## src/rtl/core/bpe_pkg.sv

```systemverilog
`timescale 1ns / 1ps
`default_nettype none
// ----------------------------------------------------------------------------
// bpe_pkg: shared types and constants of the token encoder
// Field widths, opcodes, status codes, command and table entry types, and the
// sequencer state type of the engine.
// ----------------------------------------------------------------------------
package bpe_pkg;

   localparam int OPCODE_W = 3;
   localparam int ID_W     = 32;
   localparam int TEXT_W   = 64;
   localparam int LEN_W    = 4;
   localparam int BYTE_W   = 8;
   localparam int STATUS_W = 2;
   localparam int CAP_W    = 7;

   localparam int VOCAB_DEPTH_DEF = 256;
   localparam int TOKEN_BYTES_DEF = 8;
   localparam int MERGE_DEPTH_DEF = 256;
   localparam int TEXT_DEPTH_DEF  = 64;
   localparam int QUEUE_DEPTH     = 2;

   localparam logic [ID_W-1:0]  BYTE_SPAN = 32'd256;
   localparam logic [CAP_W-1:0] CAP_RESET = 7'd64;

   localparam logic [OPCODE_W-1:0] OP_ADD_TOKEN = 3'd0;
   localparam logic [OPCODE_W-1:0] OP_ADD_MERGE = 3'd1;
   localparam logic [OPCODE_W-1:0] OP_FINALIZE  = 3'd2;
   localparam logic [OPCODE_W-1:0] OP_CLEAR     = 3'd3;
   localparam logic [OPCODE_W-1:0] OP_TEXT_BYTE = 3'd4;

   localparam logic [STATUS_W-1:0] STATUS_OK      = 2'd0;
   localparam logic [STATUS_W-1:0] STATUS_INVALID = 2'd1;
   localparam logic [STATUS_W-1:0] STATUS_NOROOM  = 2'd2;

   typedef enum logic [2:0] {
      CMD_TOKEN,
      CMD_MERGE,
      CMD_FINALIZE,
      CMD_CLEAR,
      CMD_BYTE,
      CMD_BAD
   } cmd_kind_type;

   typedef struct packed {
      cmd_kind_type            kind;
      logic                    len_bad;
      logic [ID_W-1:0]         id;
      logic [TEXT_W-1:0]       text;
      logic [LEN_W-1:0]        len;
      logic [ID_W-1:0]         left;
      logic [ID_W-1:0]         right;
      logic [ID_W-1:0]         result;
      logic [BYTE_W-1:0]       tbyte;
      logic                    fin;
   } cmd_type;

   typedef struct packed {
      logic [TEXT_W-1:0] text;
      logic [LEN_W-1:0]  len;
      logic [ID_W-1:0]   id;
   } vocab_entry_type;

   typedef struct packed {
      logic [ID_W-1:0] left;
      logic [ID_W-1:0] right;
      logic [ID_W-1:0] result;
   } merge_entry_type;

   typedef enum logic [4:0] {
      S_IDLE,
      S_POST,
      S_DUP_RD,
      S_DUP_CHK,
      S_KN_RD,
      S_KN_CHK,
      S_WIN_RD,
      S_WIN_LD,
      S_VS_RD,
      S_VS_CHK,
      S_MR_RD,
      S_MR_LD,
      S_SC_RD,
      S_SC_CHK,
      S_SH_RD,
      S_SH_WR,
      S_EM_START,
      S_EM_RD,
      S_EM_OUT
   } eng_state_type;

endpackage
`default_nettype wire

```

## src/rtl/core/bpe_if.sv

```systemverilog
`timescale 1ns / 1ps
`default_nettype none
// ----------------------------------------------------------------------------
// bpe_if: channel interfaces of the token encoder
// Request, response and register write channels, each with valid and ready.
// ----------------------------------------------------------------------------
interface bpe_req_if;
   logic                          valid;
   logic                          ready;
   logic [bpe_pkg::OPCODE_W-1:0]  opcode;
   logic [bpe_pkg::ID_W-1:0]      new_token_id;
   logic [bpe_pkg::TEXT_W-1:0]    token_text;
   logic [bpe_pkg::LEN_W-1:0]     token_length;
   logic [bpe_pkg::ID_W-1:0]      merge_left;
   logic [bpe_pkg::ID_W-1:0]      merge_right;
   logic [bpe_pkg::ID_W-1:0]      merge_result;
   logic [bpe_pkg::BYTE_W-1:0]    text_byte;
   logic                          final_byte;

   modport source (output valid, opcode, new_token_id, token_text, token_length,
                   merge_left, merge_right, merge_result, text_byte, final_byte,
                   input ready);
   modport sink (input valid, opcode, new_token_id, token_text, token_length,
                 merge_left, merge_right, merge_result, text_byte, final_byte,
                 output ready);
endinterface

`default_nettype wire

```

## src/rtl/core/bpe_front.sv

```systemverilog
`timescale 1ns / 1ps
`default_nettype none
// ----------------------------------------------------------------------------
// bpe_front: request classifier
// Decodes the opcode, checks the token length and masks unused token bytes.
// ----------------------------------------------------------------------------
module bpe_front #(
   parameter int TOKEN_BYTES = bpe_pkg::TOKEN_BYTES_DEF
) (
   bpe_req_if.sink              req,
   output logic                 push_valid,
   input  logic                 push_ready,
   output bpe_pkg::cmd_type     push_cmd
);

   logic [bpe_pkg::TEXT_W-1:0] text_m;

   always_comb begin
      text_m = req.token_text;
      for (int b = 0; b < bpe_pkg::TEXT_W / 8; b++) begin
         if (bpe_pkg::LEN_W'(b) >= req.token_length) begin
            text_m[8*b +: 8] = 8'h00;
         end
      end
   end

   always_comb begin
      push_cmd.len_bad = (req.token_length == '0) ||
                         (req.token_length > bpe_pkg::LEN_W'(TOKEN_BYTES));
      push_cmd.id      = req.new_token_id;
      push_cmd.text    = text_m;
      push_cmd.len     = req.token_length;
      push_cmd.left    = req.merge_left;
      push_cmd.right   = req.merge_right;
      push_cmd.result  = req.merge_result;
      push_cmd.tbyte   = req.text_byte;
      push_cmd.fin     = req.final_byte;
      case (req.opcode)
         bpe_pkg::OP_ADD_TOKEN: push_cmd.kind = bpe_pkg::CMD_TOKEN;
         bpe_pkg::OP_ADD_MERGE: push_cmd.kind = bpe_pkg::CMD_MERGE;
         bpe_pkg::OP_FINALIZE:  push_cmd.kind = bpe_pkg::CMD_FINALIZE;
         bpe_pkg::OP_CLEAR:     push_cmd.kind = bpe_pkg::CMD_CLEAR;
         bpe_pkg::OP_TEXT_BYTE: push_cmd.kind = bpe_pkg::CMD_BYTE;
         default:               push_cmd.kind = bpe_pkg::CMD_BAD;
      endcase
   end

   assign push_valid = req.valid;
   assign req.ready  = push_ready;

endmodule
`default_nettype wire

```

## src/flat_wrapper.sv

```systemverilog
// flat-port wrapper written by rule: the top's interface ports become plain ports
module bpe_front_flat 
#(
   parameter int TOKEN_BYTES = bpe_pkg::TOKEN_BYTES_DEF
)
  (push_valid, push_ready, push_cmd, req_valid, req_opcode, req_new_token_id, req_token_text, req_token_length, req_merge_left, req_merge_right, req_merge_result, req_text_byte, req_final_byte, req_ready);
  bpe_req_if req_i ();
  output logic push_valid;
  input  logic push_ready;
  output bpe_pkg::cmd_type push_cmd;
  input wire logic [$bits(req_i.valid)-1:0] req_valid;
  input wire logic [$bits(req_i.opcode)-1:0] req_opcode;
  input wire logic [$bits(req_i.new_token_id)-1:0] req_new_token_id;
  input wire logic [$bits(req_i.token_text)-1:0] req_token_text;
  input wire logic [$bits(req_i.token_length)-1:0] req_token_length;
  input wire logic [$bits(req_i.merge_left)-1:0] req_merge_left;
  input wire logic [$bits(req_i.merge_right)-1:0] req_merge_right;
  input wire logic [$bits(req_i.merge_result)-1:0] req_merge_result;
  input wire logic [$bits(req_i.text_byte)-1:0] req_text_byte;
  input wire logic [$bits(req_i.final_byte)-1:0] req_final_byte;
  output wire logic [$bits(req_i.ready)-1:0] req_ready;
  assign req_i.valid = req_valid;
  assign req_i.opcode = req_opcode;
  assign req_i.new_token_id = req_new_token_id;
  assign req_i.token_text = req_token_text;
  assign req_i.token_length = req_token_length;
  assign req_i.merge_left = req_merge_left;
  assign req_i.merge_right = req_merge_right;
  assign req_i.merge_result = req_merge_result;
  assign req_i.text_byte = req_text_byte;
  assign req_i.final_byte = req_final_byte;
  assign req_ready = req_i.ready;
  bpe_front #(.TOKEN_BYTES(TOKEN_BYTES)) u_core (.req(req_i), .push_valid(push_valid), .push_ready(push_ready), .push_cmd(push_cmd));
endmodule
```

## config.mk

```make
export PLATFORM = sky130hd
export DESIGN_NAME = bpe_front_flat
export DESIGN_NICKNAME = d
export VERILOG_FILES = /design/src/rtl/core/bpe_pkg.sv /design/src/rtl/core/bpe_if.sv /design/src/rtl/core/bpe_front.sv /design/src/flat_wrapper.sv
export SDC_FILE = /design/constraint.sdc
export NUM_CORES = 1
export LEC_CHECK = 0
export BUFFER_PORTS_ARGS = -buffer_cell sky130_fd_sc_hd__buf_2
export CAP_MARGIN = 20
export CORE_AREA = 2 2 164 166
export DETAILED_ROUTE_END_ITERATION = 8
export DIE_AREA = 0 0 166 168
export MAX_ROUTING_LAYER = met4
export SLEW_MARGIN = 5
export SYNTH_ARGS = -nofsm -noshare
export SYNTH_HDL_FRONTEND = slang
export SYNTH_SLANG_ARGS = --single-unit
```

## constraint.sdc

```tcl
create_clock -name vclk -period 3.9
set_input_delay 1.17 -clock vclk [all_inputs]
set_output_delay 1.17 -clock vclk [all_outputs]
set_load 0.02 [all_outputs]
```

==> impl_metrics.env <==
export IMPL_status="finished clean"
export IMPL_drv_cap=0
export IMPL_postRouteAntennaNets=0
export IMPL_period_needed_ns=3.61
export IMPL_power_leakage_nw=0.800
export IMPL_seq_power_share_pct=0
export IMPL_synth_area_sq_um=1590
export IMPL_start_util_pct=6.04
export IMPL_area_delta_synth_final_pct=4.87
export IMPL_hold_viol=0
export IMPL_path_class="in2out"
export IMPL_synth_avg_cell_area_sq_um=7.17
export IMPL_cp_arrival_ns=2.44
export IMPL_fp_row_count=60
export IMPL_antenna_found_initial=0
export IMPL_grt_overflow=0
export IMPL_power_density_nw_per_um2=124
export IMPL_cp_max_fo=8
export IMPL_internal_power_w=0.0000797
export IMPL_vias_per_cell=2.35
export IMPL_cts_setup_buffers=0
export IMPL_synthCells=222
export IMPL_fp_dieH_um=168
export IMPL_grt_pass1_wl_mm=12.0
export IMPL_core_sq_um=26400
export IMPL_seq_cell_count=0
export IMPL_worst_slew_pin_slew_ns=0.886
export IMPL_setup_tns_ns=0
export IMPL_fin_crit_sh_pct=92.7
export IMPL_die_w_um=166
export IMPL_drcViolationCount=0
export IMPL_slew_headroom_pct=40.5
export IMPL_drive_gt1_share_pct=67.6
export IMPL_grt_setup_unrepaired="no"
export IMPL_p_sw_w=0.000128
export IMPL_drt_iter0_drc=40
export IMPL_swShare_pct=61.5
export IMPL_syn_nets=432
export IMPL_diodes=0
export IMPL_via_count=1325
export IMPL_startpoint_type="input port"
export IMPL_drt_total_wl_mm=9.69
export IMPL_max_freq_mhz=277
export IMPL_synth_cell_type_count=17
export IMPL_grt_max_degree=17
export IMPL_portBuffers=143
export IMPL_worstPathRequired_ns=2.73
export IMPL_n_clock_buffer=0
export IMPL_grt_pass1_vias=1360
export IMPL_wl_per_cell_um=17.2
export IMPL_gp_congestion=0.667
export IMPL_yosysWarnings=0
export IMPL_end_kind="primary output"
export IMPL_hold_path_class="in2out"
export IMPL_peakVddDrop_mv=0.0296
export IMPL_nets=434
export IMPL_clkPwrFrac_pct=0
export IMPL_finalMaxSlewViolations=0
export IMPL_seq_area_sq_um=0
export IMPL_dieArea_sq_um=27900
export IMPL_fin_util_pct=6.34
export IMPL_grtUsageTotal_pct=6.48
export IMPL_drt_first_pass_iters=3
export IMPL_cts_hold_buf=0
export IMPL_ios=421
export IMPL_combPwrFrac_pct=100.0
export IMPL_n_fill_cell=3118
export IMPL_cts_resized_gates=0
export IMPL_setup_viol=0
export IMPL_dp_hpwl_mm=9.00
export IMPL_yosysSeqAreaShare_pct=0
[through the flow]
step,setup slack [ns],std cells,instance area [sq um],power (W),hold WS (ns)
after floorplan,0.782,222,1590,0.000316,2.42
after global placement,0.184,563,1670,0.000213,2.34
after detailed placement,0.121,563,1670,0.000214,2.34
after CTS,0.114,563,1670,0.000215,2.34
after global routing,0.0566,563,1670,0.000226,2.34
final,0.285,563,1670,0.000207,2.34
[area by class of cell]
type	instances	area [sq um]	share of cell area (%)
inverter	1	3.75	0.225
multi-input combinational	75	502	30.0
tap	341	427	25.5
timing repair buffer	146	738	44.2
[cells in the mapped netlist]
cell type  number  area share [%]
buf_4         143              67
nor2b_1        49              19
nor3_1          1            0.31
nor4_4          1             1.3
a31oi_1         1            0.39
a211oi_2        1            0.79
inv_2           1            0.24
a21oi_1         1            0.31
nor3_2          1            0.63
o21ai_1         1            0.31
xnor2_1         1            0.55
clkbuf_1        1            0.24
and2_1          8             3.1
a21o_1          1            0.47
buf_2           2            0.63
a21boi_1        8             3.8
nor2_1          1            0.24
[final timing paths]
path | startpoint | endpoint | slack [ns] | cells after the start
max | req_token_length[1] | push_cmd[144] | 0.29 | 4
min | req_new_token_id[2] | push_cmd[175] | 2.34 | 0
[power by group through the flow]
stage	clock network (W)	logic (W)	registers (W)
after CTS	0	0.000215	0
final	0	0.000207	0
after global routing	0	0.000226	0
after detailed placement	0	0.000214	0
after global placement	0	0.000213	0
after floorplan	0	0.000316	0
[metal layers]
metal  up-vias  wire length (um)  global-route usage [%]
met3        72              1630                    4.11
met5         -                 0                       -
li1        538                 -                       -
met4         0               586                    3.36
met1       531              2840                    5.41
met2       184              4630                    11.1
[critical path, stage by stage]
cell and delay [ns]:
buf_2 0.17, o21ai_1 0.72, a21boi_1 0.18, buf_2 0.20
[logic make-up (layout without fill, tap and decap cells)]
group,count (synthesis),in the layout,share of synthesized area [%]
AOI/OAI and AO/OA,13,13,6.05
xor gates and xnor gates,1,1,0.550
buffers and inverters,147,147,68.5
and+or+nand+nor,61,61,24.9
[cell usage in the layout (no fill, tap or decap), drive strengths merged]
master	n
buf	146
nor2b	49
a21boi	8
and2	8
nor3	2
a211oi	1
nor4	1
a21oi	1
a21o	1
nor2	1
inv	1
o21ai	1
a31oi	1
xnor2	1
No activity file was read; power rests on OpenSTA's default activity.
