<file path="config.mk">
export PLATFORM = sky130hd
export DESIGN_NAME = bpe_queue
export DESIGN_NICKNAME = d
export VERILOG_FILES = /design/src/rtl/core/bpe_pkg.sv /design/src/rtl/core/bpe_queue.sv
export SDC_FILE = /design/constraint.sdc
export NUM_CORES = 1
export LEC_CHECK = 0
export BUFFER_PORTS_ARGS = -buffer_cell sky130_fd_sc_hd__buf_4
export CORE_MARGIN = 2
export CORE_UTILIZATION = 30
export DETAILED_ROUTE_END_ITERATION = 10
export PLACE_DENSITY = 0.48
export SLEW_MARGIN = 40
export SYNTH_ARGS = -nofsm -noshare
export SYNTH_HDL_FRONTEND = slang
export SYNTH_SLANG_ARGS = --single-unit
export TNS_END_PERCENT = 1
</file>
<file path="constraint.sdc">
create_clock -name clock -period 5.65 [get_ports clock]
set_clock_uncertainty 0.15 [all_clocks]
set_input_delay 0.565 -clock clock [delete_from_list [all_inputs] [get_ports clock]]
set_output_delay 0.565 -clock clock [all_outputs]
set_load 0.05 [all_outputs]
</file>
<file path="src/rtl/core/bpe_pkg.sv">
`timescale 1ns / 1ps
`default_nettype none
// ----------------------------------------------------------------------------
// bpe_pkg: shared types and constants of the token encoder
// Field widths, opcodes, status codes, command and table entry types, and the
// sequencer state type of the engine.
// ----------------------------------------------------------------------------
package bpe_pkg;

   localparam int OPCODE_W = 3;
   localparam int ID_W     = 32;
   localparam int TEXT_W   = 64;
   localparam int LEN_W    = 4;
   localparam int BYTE_W   = 8;
   localparam int STATUS_W = 2;
   localparam int CAP_W    = 7;

   localparam int VOCAB_DEPTH_DEF = 256;
   localparam int TOKEN_BYTES_DEF = 8;
   localparam int MERGE_DEPTH_DEF = 256;
   localparam int TEXT_DEPTH_DEF  = 64;
   localparam int QUEUE_DEPTH     = 2;

   localparam logic [ID_W-1:0]  BYTE_SPAN = 32'd256;
   localparam logic [CAP_W-1:0] CAP_RESET = 7'd64;

   localparam logic [OPCODE_W-1:0] OP_ADD_TOKEN = 3'd0;
   localparam logic [OPCODE_W-1:0] OP_ADD_MERGE = 3'd1;
   localparam logic [OPCODE_W-1:0] OP_FINALIZE  = 3'd2;
   localparam logic [OPCODE_W-1:0] OP_CLEAR     = 3'd3;
   localparam logic [OPCODE_W-1:0] OP_TEXT_BYTE = 3'd4;

   localparam logic [STATUS_W-1:0] STATUS_OK      = 2'd0;
   localparam logic [STATUS_W-1:0] STATUS_INVALID = 2'd1;
   localparam logic [STATUS_W-1:0] STATUS_NOROOM  = 2'd2;

   typedef enum logic [2:0] {
      CMD_TOKEN,
      CMD_MERGE,
      CMD_FINALIZE,
      CMD_CLEAR,
      CMD_BYTE,
      CMD_BAD
   } cmd_kind_type;

   typedef struct packed {
      cmd_kind_type            kind;
      logic                    len_bad;
      logic [ID_W-1:0]         id;
      logic [TEXT_W-1:0]       text;
      logic [LEN_W-1:0]        len;
      logic [ID_W-1:0]         left;
      logic [ID_W-1:0]         right;
      logic [ID_W-1:0]         result;
      logic [BYTE_W-1:0]       tbyte;
      logic                    fin;
   } cmd_type;

   typedef struct packed {
      logic [TEXT_W-1:0] text;
      logic [LEN_W-1:0]  len;
      logic [ID_W-1:0]   id;
   } vocab_entry_type;

   typedef struct packed {
      logic [ID_W-1:0] left;
      logic [ID_W-1:0] right;
      logic [ID_W-1:0] result;
   } merge_entry_type;

   typedef enum logic [4:0] {
      S_IDLE,
      S_POST,
      S_DUP_RD,
      S_DUP_CHK,
      S_KN_RD,
      S_KN_CHK,
      S_WIN_RD,
      S_WIN_LD,
      S_VS_RD,
      S_VS_CHK,
      S_MR_RD,
      S_MR_LD,
      S_SC_RD,
      S_SC_CHK,
      S_SH_RD,
      S_SH_WR,
      S_EM_START,
      S_EM_RD,
      S_EM_OUT
   } eng_state_type;

endpackage
`default_nettype wire

</file>
<file path="src/rtl/core/bpe_queue.sv">
`timescale 1ns / 1ps
`default_nettype none
// ----------------------------------------------------------------------------
// bpe_queue: command queue
// Small FIFO of classified commands between the classifier and the engine.
// ----------------------------------------------------------------------------
module bpe_queue (
   input  logic              clock,
   input  logic              reset,
   input  logic              push_valid,
   output logic              push_ready,
   input  bpe_pkg::cmd_type  push_cmd,
   output logic              pop_valid,
   input  logic              pop_ready,
   output bpe_pkg::cmd_type  pop_cmd
);

   localparam int QA = (bpe_pkg::QUEUE_DEPTH > 1) ? $clog2(bpe_pkg::QUEUE_DEPTH) : 1;
   localparam int QC = $clog2(bpe_pkg::QUEUE_DEPTH + 1);

   bpe_pkg::cmd_type slot_ff [bpe_pkg::QUEUE_DEPTH];
   logic [QA-1:0] wr_ptr_ff, wr_ptr_in, rd_ptr_ff, rd_ptr_in;
   logic [QC-1:0] fill_ff, fill_in;
   logic          push, pop;

   assign push_ready = (fill_ff != QC'(bpe_pkg::QUEUE_DEPTH));
   assign pop_valid  = (fill_ff != '0);
   assign pop_cmd    = slot_ff[rd_ptr_ff];
   assign push       = push_valid && push_ready;
   assign pop        = pop_valid && pop_ready;

   always_comb begin
      wr_ptr_in = wr_ptr_ff;
      rd_ptr_in = rd_ptr_ff;
      fill_in   = fill_ff;
      if (push) begin
         wr_ptr_in = (wr_ptr_ff == QA'(bpe_pkg::QUEUE_DEPTH - 1)) ? '0 : wr_ptr_ff + 1'b1;
      end
      if (pop) begin
         rd_ptr_in = (rd_ptr_ff == QA'(bpe_pkg::QUEUE_DEPTH - 1)) ? '0 : rd_ptr_ff + 1'b1;
      end
      if (push && !pop) begin
         fill_in = fill_ff + 1'b1;
      end else if (pop && !push) begin
         fill_in = fill_ff - 1'b1;
      end
   end

   always_ff @(posedge clock) begin
      if (reset) begin
         wr_ptr_ff <= '0;
         rd_ptr_ff <= '0;
         fill_ff   <= '0;
      end else begin
         wr_ptr_ff <= wr_ptr_in;
         rd_ptr_ff <= rd_ptr_in;
         fill_ff   <= fill_in;
      end
   end

   always_ff @(posedge clock) begin
      if (push) begin
         slot_ff[wr_ptr_ff] <= push_cmd;
      end
   end

endmodule
`default_nettype wire

</file>
==> flow_summary.json, run 1 <==
{
  "netlist_area_um2": 15700,
  "final_util_pct": 44.7,
  "clockBufferDepth": 3,
  "yosysWarnings": 0,
  "leakage_nw": 8.72,
  "ys_ff_latch": 423,
  "regToRegStartpoint": "fill_ff[0]$_SDFFE_PP0P_",
  "clk_pin_slew_ns": 0.06,
  "fp-row-count": 83,
  "syn_inst": 674,
  "coreArea_um2": 51600,
  "overflow": 0,
  "synth_top_area_cell": "edfxtp_1",
  "start_util_pct": 30.5,
  "setup_tns_ns": 0,
  "ff_latch_area_um2": 12700,
  "critical_path_required_ns": 4.93,
  "drive_gt1_share_pct": 52.4,
  "firstDrtPassIters": 4,
  "synth_edf_count": 418,
  "max_stage_delay_ns": 0.48,
  "grt_use_met1_pct": 15.6,
  "crit_chain": "buf_12, buf_12, mux2_2, buf_4",
  "slew_headroom_pct": 50.2,
  "grt-busiest-layer": "met2",
  "hold_violations": 0,
  "syn_to_final_growth_pct": 46.6,
  "hold_path_depth": 1,
  "antenna_found_initial": 3,
  "grt.met2_usage_pct": 21.8,
  "crit_arrival_ns": 2.43,
  "status": "finished, final reports clean",
  "gp_congestion": 0.721,
  "critPathKind": "reg2out",
  "drv_cap": 0,
  "n_fill_cell": 4577,
  "path_common_cell": "buf_12",
  "clock_power_share_pct": 26.1,
  "maxSlewViolCount": 0,
  "tritoncts": "done",
  "nets": 1536,
  "worstMarginPinSlew_ns": 0.747,
  "power_density_nw_per_um2": 480,
  "synthTopCellsByCount": "edfxtp_1, mux2_2, mux2_4",
  "die_w_um": 233,
  "die-area_um2": 54300,
  "grt.met3_usage_pct": 5.18,
  "drc": 0,
  "grt_max_degree": 106,
  "postCtsSetupRepairBufs": 0,
  "multiInputGateArea_um2": 2850,
  "reg2regPathDepth": 4,
  "rsz0062_at_grt": "no",
  "p_int_mw": 7.10,
  "r2r-end": "slot_ff[0][92]$_DFFE_PP_",
  "groute.usage.overall_pct": 13.0,
  "async_reset_ff_share_pct": 0,
  "postSynthAreaPerCell_um2": 23.3,
  "finalCriticalPeriod_ns": 3.15,
  "synth.net_count": 888,
  "drtIter0Drc": 289,
  "drt-total-wl_um": 36800,
  "synth_area_leaders": "edfxtp_1, mux2_4, mux2_2",
  "wire_per_inst_um": 18.0,
  "root_buffer": "clkbuf_16",
  "crit_path_top_delay_cell": "dfxtp_4",
  "peakVddDrop_v": 0.000267,
  "r2r_slack_ns": 3.02,
  "setup_viol": 0,
  "swShare_pct": 35.9,
  "hpwl_um": 24000,
  "synth_cell_types": 21,
  "yosysSeqAreaShare_pct": 80.4,
  "hold_class": "in2reg",
  "finalCritPeriodShare_pct": 55.7,
  "clk_latency_ns": 0.55,
  "worstPathMaxFanout": 56,
  "ant_nets": 0,
  "grt_pass1_vias": 9210,
  "clock_sinks": 423,
  "grt_pass1_wl_um": 53800,
  "min_from": "push_cmd[37]",
  "drt-vias-per-instance": 4.18,
  "synth_ff_type": "edfxtp_1",
  "combPwrFrac_pct": 37.5,
  "pin_count": 424,
  "worst_setup_path_start_kind": "register",
  "whs_endpoint": "slot_ff[0][37]$_DFFE_PP_",
  "vias": 8534,
  "cts-htree-levels": 2,
  "yosysTopAreaCellShare_pct": 79.8,
  "port_buffers": 423,
  "fmax_mhz": 318,
  "numCtsBuffers": 48,
  "yosysMostFrequentCell": "edfxtp_1",
  "hold_slack_ns": 0.0445,
  "p_sw_mw": 3.97,
  "seqPwrFrac_pct": 36.4,
  "worst_setup_path_end_kind": "primary output",
  "chipHeight_um": 233
}
-- area by class of cell --
class	count	area share, %
Antenna cell	2	0.0217
Clock buffer	67	5.65
Clock inverter	19	0.689
Inverter	1	0.0488
Multi-Input combinational cell	227	12.4
Sequential cell	423	54.9
Tap cell	680	3.69
Timing Repair Buffer	621	22.7
-- per-layer routing --
metal | part of all wire [%] | vias to the layer above
met4 | 2.0 | 2
met3 | 8.7 | 60
li1 | - | 3992
met1 | 40 | 4201
met2 | 49 | 279
met5 | 0.035 | -
-- cell usage in the layout, fill, tap and decap left out, types with 2 or more instances in the layout --
cell type,n
nor2_1,3
xor2_1,3
dfxtp_1,4
a21oi_1,2
diode_2,2
mux2_2,109
clkbuf_16,49
mux2_4,100
dlygate4sd3_1,187
bufinv_16,2
clkinvlp_4,2
buf_12,8
edfxtp_1,418
clkbuf_1,17
clkinv_1,5
buf_4,426
clkinv_2,8
o21ai_0,2
-- power groups by stage --
| stage | clock network, mW | logic, mW | registers (mW) |
|---|---|---|---|
| 2_1_floorplan | 0 | 2.97 | 4.12 |
| 6_report | 2.89 | 4.15 | 4.03 |
| 3_5_place_dp | 0 | 4.09 | 4.10 |
| 3_3_place_gp | 0 | 4.00 | 4.15 |
| 4_1_cts | 3.01 | 4.21 | 4.03 |
| 5_1_grt | 3.11 | 4.34 | 4.06 |
-- registers in the layout, indices dropped and copies added (netlist names), named ones only --
name       count
fill_ff        2
slot_ff      418
wr_ptr_ff      1
rd_ptr_ff      1
-- through the flow --
step	instance area (um^2)	std cells	setup slack [ns]	power [mW]
after floorplan	15700	674	-0.142	7.09
after global placement	19600	1761	2.66	8.15
after detailed placement	19700	1765	2.96	8.18
after CTS	23100	2038	2.47	11.2
after global routing	23100	2040	2.39	11.5
final	23100	2040	2.50	11.1
-- critical path: cells and delay by family (launching register included) --
kind,cells,cell delay [ns]
buffers and inverters,3,0.81
flip-flops,1,0.48
multiplexers,1,0.44
-- worst max-delay path by stage --
stage / from / end / slack (ns) / cells after the start
after floorplan: fill_ff[0]$_SDFFE_PP0P_ / slot_ff[0][0]$_DFFE_PP_ / -0.14 / 3
after global placement: register / pop_cmd[29] / 2.66 / 3
after detailed placement: push_valid / slot_ff[0][144]$_DFFE_PP_ / 2.96 / 4
after CTS: register / pop_cmd[29] / 2.47 / 4
after global routing: register / pop_cmd[36] / 2.39 / 4
final: register / pop_cmd[29] / 2.50 / 4
-- cell families (layout without fill, tap and decap cells) --
logic type	after synthesis	count (layout)	share of synthesized area (%)
muxes	209	209	17.3
DFF	423	423	80.4
adders and majority gates	1	1	0.0795
buffers and inverters	24	708	1.49
and+or+nand+nor	9	9	0.318
other	0	2	0
AOI/OAI and AO/OA	5	5	0.191
xor gates and xnor gates	3	3	0.167
-- timing repair --
| item | 4_1_cts | 5_1_grt |
|---|---|---|
| endpoints found under the hold margin | 367 | 0 |
| hold buffers | 187 | 0 |
| gates resized for setup | 0 | 0 |
| setup endpoints to repair | 0 | 0 |
Power figures use the tool's default switching activity.
==> inputs of run 2 (changes only) <==
--- a/config.mk
+++ b/config.mk
@@ -5,11 +5,12 @@
 export SDC_FILE = /design/constraint.sdc
 export NUM_CORES = 1
 export LEC_CHECK = 0
+export ABC_AREA = 1
 export BUFFER_PORTS_ARGS = -buffer_cell sky130_fd_sc_hd__buf_4
 export CORE_MARGIN = 2
 export CORE_UTILIZATION = 30
 export DETAILED_ROUTE_END_ITERATION = 10
-export PLACE_DENSITY = 0.48
+export PLACE_DENSITY = 0.47
 export SLEW_MARGIN = 40
 export SYNTH_ARGS = -nofsm -noshare
 export SYNTH_HDL_FRONTEND = slang
==> constraint.sdc (replaced) <==
create_clock -name clock -period 3 [get_ports clock]
set_clock_uncertainty 0.15 [all_clocks]
set_input_delay 0.3 -clock clock [delete_from_list [all_inputs] [get_ports clock]]
set_output_delay 0.3 -clock clock [all_outputs]
set_load 0.05 [all_outputs]
==> flow_summary.json, run 2 <==
{
  "hpwl_um": 24300,
  "coreArea_um2": 51600,
  "combPwrFrac_pct": 35.3,
  "syn_inst": 687,
  "rsz0062_at_grt": "no",
  "worstMarginPinSlew_ns": 0.692,
  "swShare_pct": 34.8,
  "netlist_area_um2": 15800,
  "synth_cell_types": 16,
  "hold_slack_ns": 0.312,
  "cts-resized-gates": 0,
  "drtIter0Drc": 299,
  "finish.instance_area_um2": 23500,
  "drt-vias-per-instance": 4.20,
  "multiInputGateArea_um2": 2890,
  "die_w_um": 233,
  "drt-total-wl_um": 37700,
  "postSynthAreaPerCell_um2": 22.9,
  "setup_viol": 0,
  "groute.usage.overall_pct": 13.3,
  "yosysMostFrequentCell": "edfxtp_1",
  "crit_arrival_ns": 2.21,
  "worst_setup_path_start_kind": "register",
  "p_int_mw": 13.5,
  "fp-row-count": 83,
  "max_flop_register": "slot_ff",
  "async_reset_ff_share_pct": 0,
  "gp_congestion": 0.732,
  "maxSlewViolCount": 0,
  "grt_pass1_vias": 9330,
  "finalCritPeriodShare_pct": 88.7,
  "syn_to_final_growth_pct": 49.1,
  "layout_commonest_cell": "buf_4",
  "yosysWarnings": 0,
  "p_sw_mw": 7.20,
  "start_util_pct": 30.5,
  "postCtsSetupRepairBufs": 0,
  "vias": 8745,
  "grt_pass1_wl_um": 54600,
  "largest_reg_flops": 418,
  "largest_registers": "slot_ff x418, fill_ff x2",
  "synth.net_count": 901,
  "clk_latency_ns": 0.56,
  "yosysTopAreaCellShare_pct": 79.7,
  "numCtsBuffers": 47,
  "root_buffer": "clkbuf_16",
  "wire_per_inst_um": 18.1,
  "clock_sinks": 423,
  "drc": 0,
  "hold_class": "in2reg",
  "hold_violations": 0,
  "worstPathMaxFanout": 20,
  "yosysSeqAreaShare_pct": 80.3,
  "drive_gt1_share_pct": 51.3,
  "tritoncts": "done",
  "status": "finished, final reports clean",
  "drv_cap": 0,
  "clockBufferDepth": 3,
  "ant_nets": 0,
  "synth_edf_count": 418,
  "finalCriticalPeriod_ns": 2.66,
  "cts-htree-levels": 2,
  "peakVddDrop_v": 0.000541,
  "critical_path_required_ns": 2.55,
  "fmax_mhz": 376,
  "ff_latch_area_um2": 12700,
  "power_density_nw_per_um2": 880,
  "synth_area_leaders": "edfxtp_1, mux2_4, mux2_2",
  "critPathKind": "reg2out",
  "chipHeight_um": 233,
  "pin_count": 424,
  "antenna_found_initial": 2,
  "die-area_um2": 54300,
  "place_area_um2": 19800,
  "synth_ff_type": "edfxtp_1",
  "slew_headroom_pct": 53.9,
  "synth_top_area_cell": "edfxtp_1",
  "port_buffers": 423,
  "clk_pin_slew_ns": 0.06,
  "grt_max_degree": 110,
  "final_cell_mix": "buf_4, edfxtp_1, dlygate4sd3_1, mux2_2, mux2_4",
  "overflow": 0,
  "firstDrtPassIters": 4,
  "nets": 1577,
  "leakage_nw": 8.93,
  "ys_ff_latch": 423,
  "n_fill_cell": 4553,
  "clock_power_share_pct": 27.5,
  "seqPwrFrac_pct": 37.2,
  "worst_setup_path_end_kind": "primary output",
  "synthTopCellsByCount": "edfxtp_1, mux2_2, mux2_4"
}
==> run 2: cell count changes in the layout (fill, tap and decap cells not counted), sizes merged, moves of 4 or more <==
cell / change
clkbuf: -7
clkinv: +5
dlygate4sd3: +26
inv: +7
nand2: +9
nor2: +4
==> run 2: cell families (layout without fill, tap and decap cells) <==
kind of cell,count (synthesis),count (layout),synth area share (%)
fa+ha+maj,1,1,0.0794
compound gates,4,4,0.127
buf+inv,31,744,1.65
mux,209,209,17.3
flops,423,423,80.3
simple gates,19,19,0.485
other cells,0,1,0
==> run 2: repair_timing <==
item / 4_1_cts / 5_1_grt
hold buffers: 213 / 0
hold endpoints to repair: 423 / 0
endpoints found under the setup margin: 0 / 0
==> run 2: critical path, stage by stage (launching register included) <==
cell	delay [ns]
dfxtp_4	0.65
buf_4	0.38
mux2_2	0.40
buf_4	0.20
==> run 2: routing by layer <==
layer | track usage, % | part of all wire [%] | wire [um]
met1 | 15.9 | 40 | 15100
met2 | 22.0 | 49 | 18600
met3 | 4.50 | 7.9 | 2990
met4 | 5.02 | 2.6 | 962
met5 | 0 | 0.037 | 14
==> run 2: worst paths after layout <==
path                                start                         to  cells past startpoint  slack, ns
setup / recovery                 register                pop_cmd[49]                      3       0.34
hold / removal               push_cmd[15]   slot_ff[0][15]$_DFFE_PP_                      2       0.31
hold reg to reg    rd_ptr_ff$_SDFFE_PP0P_                   register                      2       0.36
setup reg to reg  fill_ff[0]$_SDFFE_PP0P_  slot_ff[1][105]$_DFFE_PP_                      5       1.17
==> run 2: power by group through the flow <==
stage                     clock, mW  sequential (mW)  combinational, mW
after floorplan                   0             7.81               5.11
after detailed placement          0             7.83               7.17
after global placement            0             7.80               7.19
after global routing           6.08             7.78               7.64
final                          5.68             7.70               7.30
after CTS                      5.88             7.71               7.43
==> run 2: cell type report <==
cell class | count | area share (%)
Multi-Input combinational cell | 233 | 12.3
Sequential cell | 423 | 53.9
Tap cell | 680 | 3.62
Inverter | 8 | 0.139
Clock inverter | 26 | 1.08
Clock buffer | 60 | 5.40
Timing Repair Buffer | 650 | 23.6
Antenna cell | 1 | 0.0107
==> run 2: metrics by stage <==
stage                     instances  TNS (ns)  setup WS (ns)  power (mW)  util [%]
final                          2081         0          0.339        20.7      45.5
after global routing           2080         0          0.214        21.5      45.5
after CTS                      2080         0          0.229        21.0      45.5
after detailed placement       1781         0          0.855        15.0      38.4
after global placement         1781         0          0.871        15.0      38.4
after floorplan                 687   -518.01          -1.25        12.9         -
==> inputs of run 3 (changes only) <==
--- a/config.mk
+++ b/config.mk
@@ -7,7 +7,7 @@
 export LEC_CHECK = 0
 export ABC_AREA = 1
 export BUFFER_PORTS_ARGS = -buffer_cell sky130_fd_sc_hd__buf_4
-export CORE_MARGIN = 2
+export CORE_MARGIN = 3
 export CORE_UTILIZATION = 30
 export DETAILED_ROUTE_END_ITERATION = 10
 export PLACE_DENSITY = 0.47
==> flow_summary.json, run 3 (same netlist as run 2, synthesis figures left out) <==
{
  "status": "finished, final reports clean",
  "grt_pass1_wl_um": 56900,
  "groute.usage.overall_pct": 13.2,
  "wire_per_inst_um": 18.1,
  "clk_pin_slew_ns": 0.06,
  "die_w_um": 235,
  "nets": 1585,
  "drc": 0,
  "postCtsSetupRepairBufs": 0,
  "firstDrtPassIters": 4,
  "crit_path_top_delay_cell": "dfxtp_4",
  "hold_class": "in2reg",
  "drt-vias-per-instance": 4.22,
  "hold_violations": 0,
  "dp_slack_ns": 0.858,
  "ant_nets": 0,
  "cts-resized-gates": 0,
  "drt-total-wl_um": 37600,
  "max_stage_delay_ns": 0.74,
  "drv_cap": 0,
  "coreArea_um2": 51600,
  "clock_sinks": 423,
  "port_buffers": 423,
  "vias": 8796,
  "clock_power_share_pct": 25.8,
  "die-area_um2": 55300,
  "worst_setup_path_end_kind": "primary output",
  "grt_pass1_vias": 9473,
  "largest_reg_flops": 418,
  "combPwrFrac_pct": 36.1,
  "drtIter0Drc": 330,
  "worstMarginPinSlew_ns": 0.816,
  "hold_slack_ns": 0.311,
  "p_int_mw": 13.1,
  "final_cell_mix": "buf_4, edfxtp_1, dlygate4sd3_1, mux2_2, mux2_4",
  "clockBufferDepth": 3,
  "overflow": 0,
  "cpLargestDelayFamily": "flip-flops",
  "worstPathMaxFanout": 31,
  "setup_viol": 0,
  "max_flop_register": "slot_ff",
  "antenna_found_initial": 1,
  "seqPwrFrac_pct": 38.1,
  "critPathBufInv": 2,
  "finalCritPeriodShare_pct": 88.7,
  "clk_latency_ns": 0.56,
  "hpwl_um": 24700,
  "syn_to_final_growth_pct": 48.6,
  "crit_arrival_ns": 2.21,
  "pin_count": 424,
  "rsz0062_at_grt": "no",
  "leakage_nw": 8.90,
  "tritoncts": "done",
  "largest_registers": "slot_ff x418, fill_ff x2",
  "holdBufCountCts": 213,
  "drive_gt1_share_pct": 51.3,
  "power_density_nw_per_um2": 865,
  "crit_chain": "buf_12, mux2_4, buf_4",
  "finalCriticalPeriod_ns": 2.66,
  "start_util_pct": 30.5,
  "final.setup.worst_slack_ns": 0.338,
  "worst_setup_path_start_kind": "register",
  "slew_headroom_pct": 45.6,
  "p_sw_mw": 7.12,
  "critical_path_required_ns": 2.55,
  "chipHeight_um": 235,
  "fmax_mhz": 376,
  "swShare_pct": 35.2,
  "gp_congestion": 0.726,
  "fp-row-count": 83,
  "peakVddDrop_v": 0.000518,
  "grt_max_degree": 116,
  "layout_commonest_cell": "buf_4",
  "root_buffer": "clkbuf_16",
  "critPathKind": "reg2out",
  "maxSlewViolCount": 0,
  "cts-htree-levels": 2,
  "numCtsBuffers": 47
}
## run 3: cell types whose count changed in the layout (fill, tap and decap cells not counted), sizes merged
cell | previous run | this run
diode | 1 | 2
bufinv | 5 | 2
buf | 437 | 445
clkbuf | 60 | 58
inv | 8 | 12
clkinv | 20 | 13
## run 3: worst paths after layout
path	slack [ns]	endpoint	cells after the start	from
worst min-delay path	0.31	slot_ff[0][33]$_DFFE_PP_	2	push_cmd[33]
worst max register to register	1.09	slot_ff[0][135]$_DFFE_PP_	5	fill_ff[0]$_SDFFE_PP0P_
worst max-delay path	0.34	pop_cmd[106]	3	register
worst min register to register	0.35	rd_ptr_ff$_SDFFE_PP0P_	2	rd_ptr_ff$_SDFFE_PP0P_
## run 3: final cells by class
cell class	instances	area [um^2]
clock inverters	20	155
flip-flops and latches	423	12700
multi-input cells	233	2890
clock buffers	58	1220
repair buffers	658	5600
diodes	2	5.00
inverters	8	32.5
fillers	4524	28200
well taps	680	851
## run 3: worst reg2reg max path, delay by kind of cell, from the launching register on
| family | cells | cell delay (ns) |
|---|---|---|
| DFF | 1 | 0.35 |
| and+or+nand+nor | 3 | 0.31 |
| buffers and inverters | 2 | 0.50 |
## run 3: layer usage
layer / vias up / track usage (%) / share of wire, %
met2: 273 / 22.4 / 50
li1: 4096 / - / -
met1: 4376 / 16.1 / 40
met4: 0 / 3.38 / 1.8
met3: 51 / 4.87 / 7.7
met5: - / 0 / 0
## run 3: through the flow
stage	util, %	TNS (ns)	instance area, um^2	total power, mW	std cells
after floorplan	-	-518.01	15800	12.9	687
after global placement	38.5	0	19900	15.0	1789
after detailed placement	38.5	0	19900	15.0	1789
after CTS	45.3	0	23400	20.6	2080
after global routing	45.3	0	23400	21.1	2081
final	45.3	0	23400	20.2	2082
## run 3: power by group through the flow
stage                     combinational [mW]  sequential, mW  clock, mW
after CTS                               7.43            7.73       5.46
after floorplan                         5.11            7.81          0
after global routing                    7.65            7.80       5.69
after detailed placement                7.17            7.85          0
after global placement                  7.17            7.83          0
final                                   7.30            7.72       5.22
